`src/rtl/core/gn3_lerp.sv`:
```
// One pipelined interpolation stage: out = a + round((b - a) * t).
// The product is registered before rounding and the add.
module gn3_lerp #(
    parameter int W = 20,
    parameter int FB = 16
) (
    input  logic                clk,
    input  logic                en,
    input  logic signed [W-1:0] a,
    input  logic signed [W-1:0] b,
    input  logic        [FB:0]  t,
    output logic signed [W-1:0] y
);
    logic signed [W:0]        diff;
    logic signed [W+FB+2:0]   prod_reg;
    logic signed [W+FB+2:0]   prod_next;
    logic signed [W-1:0]      a_reg;
    logic signed [W+FB+2:0]   rnd;

    assign diff      = W'(b) - W'(a) == 0 ? '0 : $signed({b[W-1], b}) - $signed({a[W-1], a});
    assign prod_next = (W+FB+3)'(diff) * $signed({2'b00, t});

    always_ff @(posedge clk)
    begin
        if (en)
        begin
            prod_reg <= prod_next;
            a_reg    <= a;
        end
    end

    assign rnd = (prod_reg + (W+FB+3)'(1 << (FB - 1))) >>> FB;
    assign y   = W'(a_reg + W'(rnd));
endmodule

```
`config.mk`:
```
export PLATFORM = sky130hd
export DESIGN_NAME = gn3_lerp
export DESIGN_NICKNAME = d
export VERILOG_FILES = /design/src/rtl/core/gn3_lerp.sv
export SDC_FILE = /design/constraint.sdc
export NUM_CORES = 1
export LEC_CHECK = 0
export BUFFER_PORTS_ARGS = -buffer_cell sky130_fd_sc_hd__buf_2
export CAP_MARGIN = 15
export CORE_ASPECT_RATIO = 1.2
export CORE_MARGIN = 4
export CORE_UTILIZATION = 65
export DETAILED_ROUTE_END_ITERATION = 7
export PLACE_DENSITY = 0.82
export SLEW_MARGIN = 15
export SYNTH_ARGS = -nofsm -noshare
export SYNTH_HDL_FRONTEND = slang
export SYNTH_SLANG_ARGS = --single-unit
```
`constraint.sdc`:
```
create_clock -name clk -period 13.5 [get_ports clk]
set_clock_uncertainty 0.1 [all_clocks]
set_input_delay 2.7 -clock clk [delete_from_list [all_inputs] [get_ports clk]]
set_output_delay 2.7 -clock clk [all_outputs]
set_load 0.01 [all_outputs]
```
; Yosys cells after proc, flatten, opt, wreduce, memory -nomap -nowiden
; Cells that the tools add are included.
[word_totals]
register_bits = 56
latch_bits = 0
ramBits = 0
mem_bits_ro = 0
output_inout_bits = 20
word_cells = 9
n_memories = 0
[op_classes]
add_sub_neg = 4
multipliers = 1
div = 0
magnitude_cmp = 0
n_eq_ne = 0
shifts = 0
n_mux = 1
bitwise = 0
n_reduce_logical = 1
[op_table]
columns = op, count
row1 = $sub A20 B20 Y21, 2
row2 = $add A36 B17 Y36 const B, 1
row3 = $mul A21 B18 Y36, 1
row4 = $logic_not A32 Y1, 1
row5 = $mux W21, 1
row6 = $add A20 B20 Y20, 1

; Depth between registers and ports, before layout
[logic_depth]
depth_word = 4
ltp_mapped = 36
depth_no_buf = 36

; Least setup slack after synthesis
; OpenSTA, ideal clock, no wires.
[synth_path]
path_kind = input-to-reg
from = input port b[0]
to = register prod_reg[35], data pin
setup_time_ns = 0.268
arrival_time_ns = 10.763
required_ns = 13.132
slack_ns = 2.369
cell_stages = 34
path_cell_list = inv_1 > ha_1 > inv_1 > fa_1 > a211oi_1 > o21ai_0 > a31oi_1 > o21ai_0 > a21o_1 > a21o_1 > a21o_1 > a21oi_1 > xnor2_1 > and2_1 > fa_1 > inv_1 > fa_1 > fa_1 > inv_1 > fa_1 > fa_1 > fa_1 > ha_1 > or4_1 > a21oi_1 > o21ai_1 > o221a_2 > a221o_2 > o21bai_4 > o221a_4 > o21ai_2 > a21o_1 > a21oi_2 > xnor3_1
[synth_via]
elab_chain_len = 4
elab_cells_between_ends = 5
cone_classes = add/sub (2) / mul (1) / mux (1) / reduce/logical (1)
[synth_lines]
columns = element, line
row1 = from (decl), 10  ; input logic signed [W-1:0] b,
row2 = $sub A20 B20 Y21, 20  ; assign diff = W'(b) - W'(a) == 0 ? '0 : $signed({b[W-1], b}) - $signed({a[W-1], a});
row3 = $logic_not A32 Y1, 20
row4 = $mux W21 *, 20
row5 = $mul A21 B18 Y36 *, 21  ; assign prod_next = (W+FB+3)'(diff) * $signed({2'b00, t});
row6 = via prod_next[35], 16  ; logic signed [W+FB+2:0] prod_next;
row7 = to (signal assigned), 27  ; prod_reg <= prod_next;
row8 = to (decl), 15  ; logic signed [W+FB+2:0] prod_reg;
; Mark *: on every way through the listed nets, which the timed path passes. The rest lies on a longest branch.
; A chain may end at the register's enable or synchronous reset.

; Worst setup path after layout
; Ends and elaborated chain as after synthesis.

==> impl_metrics.tcl <==
set metrics [dict create \
    outcome "finished clean" \
    cts_tree "done" \
    fin_crit_ns 11.95 \
    ys_ff_latch 41 \
    drive_above_1_share 0.07096 \
    synth_warnings 0 \
    synth_flop_cell "edfxtp_1" \
    core_region_area_um2 22670 \
    drc 0 \
    postSynthAreaPerCell_um2 9.286 \
    path_common_cell "fa_1" \
    cpPeakStageDelay_ns 0.55 \
    syn_nets 2154 \
    stdcell_area_um2 16040 \
    grt_util_all_layers 0.2843 \
    start_util 0.6689 \
    maxSlewHeadroom 0.2967 \
    antenna_found_initial 0 \
    drtIter0Drc 671 \
    worstHoldEndpoint "a_reg[13]$_DFFE_PP_" \
    place_area_um2 15890 \
    hold_buffers 0 \
    first_global_vias 12280 \
    path_class "in -> reg" \
    ctsResizeCount 0 \
    post_cts_buffers 0 \
    port_buffers 78 \
    die_y_um 175.3 \
    async_reset_ff_frac 0 \
    hp-class "in -> reg" \
    cp-end-kind "register" \
    final.period_utilization 0.8855 \
    clockBufferDepth 2 \
    max_cap_violations 0 \
    ant_nets 0 \
    diodes 0 \
    fmax_mhz 83.65 \
    synth_area_um2 15160 \
    synth_top_area_frac 0.4436 \
    cts_inserted_buffers 5 \
    area_growth_pct 5.751 \
    cts_root_buffer "clkbuf_16" \
    start_kind "input port" \
    path_delay_family "compound AO/OA/AOI/OAI gates" \
    clk_pin_slew_ns 0.06 \
    synth_seq_area_share 0.08119 \
    synth_area_leader_cell "fa_1" \
    routabilityCongestion 0.8695 \
    via_per_inst 5.565 \
    finalSetupViolations 0 \
    grt-ovfl-total 0 \
    fin_setup_tns_ns 0 \
    rows 60 \
    yosysMostFrequentCell "inv_1" \
    crit_fanout 17 \
    numClockSinks 41 \
    crit_slowest_cell "fa_1" \
    rsz0062_at_grt "no" \
    wl_per_cell_um 17.40 \
    grt_max_degree 42 \
    drt-pass1-iter-count 7 \
    num_vias 11060 \
    ys_top_cells_by_count "398 x inv_1, 336 x fa_1, 196 x nand2_1" \
    grt_pass1_wl_um 58720 \
    hpwlAfterDp_um 28530 \
    setup_ws_ns 1.545 \
    ios 79 \
    hp-start "a[13]" \
    cp.buffers_inverters 6 \
    critPathArrivalTime_ns 11.89 \
    hold_violations 0 \
    critPathRequiredTime_ns 13.43 \
    finalNetCount 2197 \
    dieArea_um2 25850 \
    wl_um 34570 \
    slew_viol_final 0 \
    dp_slack_ns 1.310 \
    htreeDepth 2 \
    largest_reg_flops 21 \
    synth_area_leaders "fa_1 44%, ha_1 10%, inv_1 9.9%" \
    syn_inst 1633 \
    die_w_um 147.4 \
    worstMarginPinSlew_ns 1.050 \
    whs_path_depth 1 \
    synth.distinct_cells 50 \
    num-fill-cells 1729 \
    synth_edf_count 41 \
]
## placed cells by master (no fill, tap or decap), types with 3 or more instances in the layout
master       n
fa_1       336
a31oi_1      4
xor2_1      20
xnor2_2      8
o21bai_1     9
xnor2_1     56
buf_2       78
nand2b_1     6
a211oi_1     4
buf_4       13
nor3_1      10
edfxtp_1    41
ha_1       126
nand4_1      6
and3_1       8
nand2_1    196
o21a_1      12
a21oi_1     36
o21ai_0     18
inv_1      398
nand3_1     16
o31ai_1      3
and2_1     158
nor2_1      36
clkbuf_16    5
a21o_1      18
nor2b_1     21
## how the worst max path moves through the flow
stage,depth (start not counted),to,from,slack (ns)
finish,36,prod_reg[35]$_DFFE_PP_,b[0],1.55
global route,36,prod_reg[35]$_DFFE_PP_,b[0],1.03
CTS,36,prod_reg[35]$_DFFE_PP_,b[0],1.59
detailed placement,36,prod_reg[35]$_DFFE_PP_,b[0],1.31
global placement,36,prod_reg[35]$_DFFE_PP_,b[0],1.58
floorplan,34,prod_reg[35]$_DFFE_PP_,b[0],2.37
## kinds of logic after synthesis
family,after synthesis,share of synthesized area
DFF,41,0.08119
buffers and inverters,453,0.1121
and+or+nand+nor,467,0.1532
xor gates and xnor gates,85,0.05000
AOI/OAI and AO/OA,125,0.05594
adders and majority gates,462,0.5475
## stage by stage
| step | hold WS, ns | std cells | util |
|---|---|---|---|
| final | 2.502 | 1987 | 0.7073 |
| after global routing | 2.501 | 1987 | 0.7073 |
| after global placement | 2.793 | 1979 | 0.7010 |
| after CTS | 2.497 | 1987 | 0.7073 |
| after floorplan | 2.699 | 1633 | - |
| after detailed placement | 2.794 | 1979 | 0.7010 |
## layout make-up
type / count / area, um2 / area share
clock buffer: 5 / 125.1 / 0.007802
clock inverter: 3 / 17.52 / 0.001092
inverter: 398 / 1494 / 0.09316
multi-input combinational: 1139 / 12290 / 0.7666
sequential: 41 / 1231 / 0.07677
tap: 310 / 387.9 / 0.02419
timing repair buffer: 91 / 488.0 / 0.03043
## metal layers
| layer | up-vias | GRT usage | routed length, um |
|---|---|---|---|
| met5 | - | 0 | 0 |
| met4 | 0 | 0.1166 | 1770 |
| met3 | 121 | 0.02323 | 1708 |
| met2 | 382 | 0.5300 | 18780 |
| met1 | 5611 | 0.3392 | 12320 |
| li1 | 4943 | - | - |
Power is left out: the tool's default activity adds up to more than one toggle a clock period on the data nets, which glitch-free logic cannot reach.
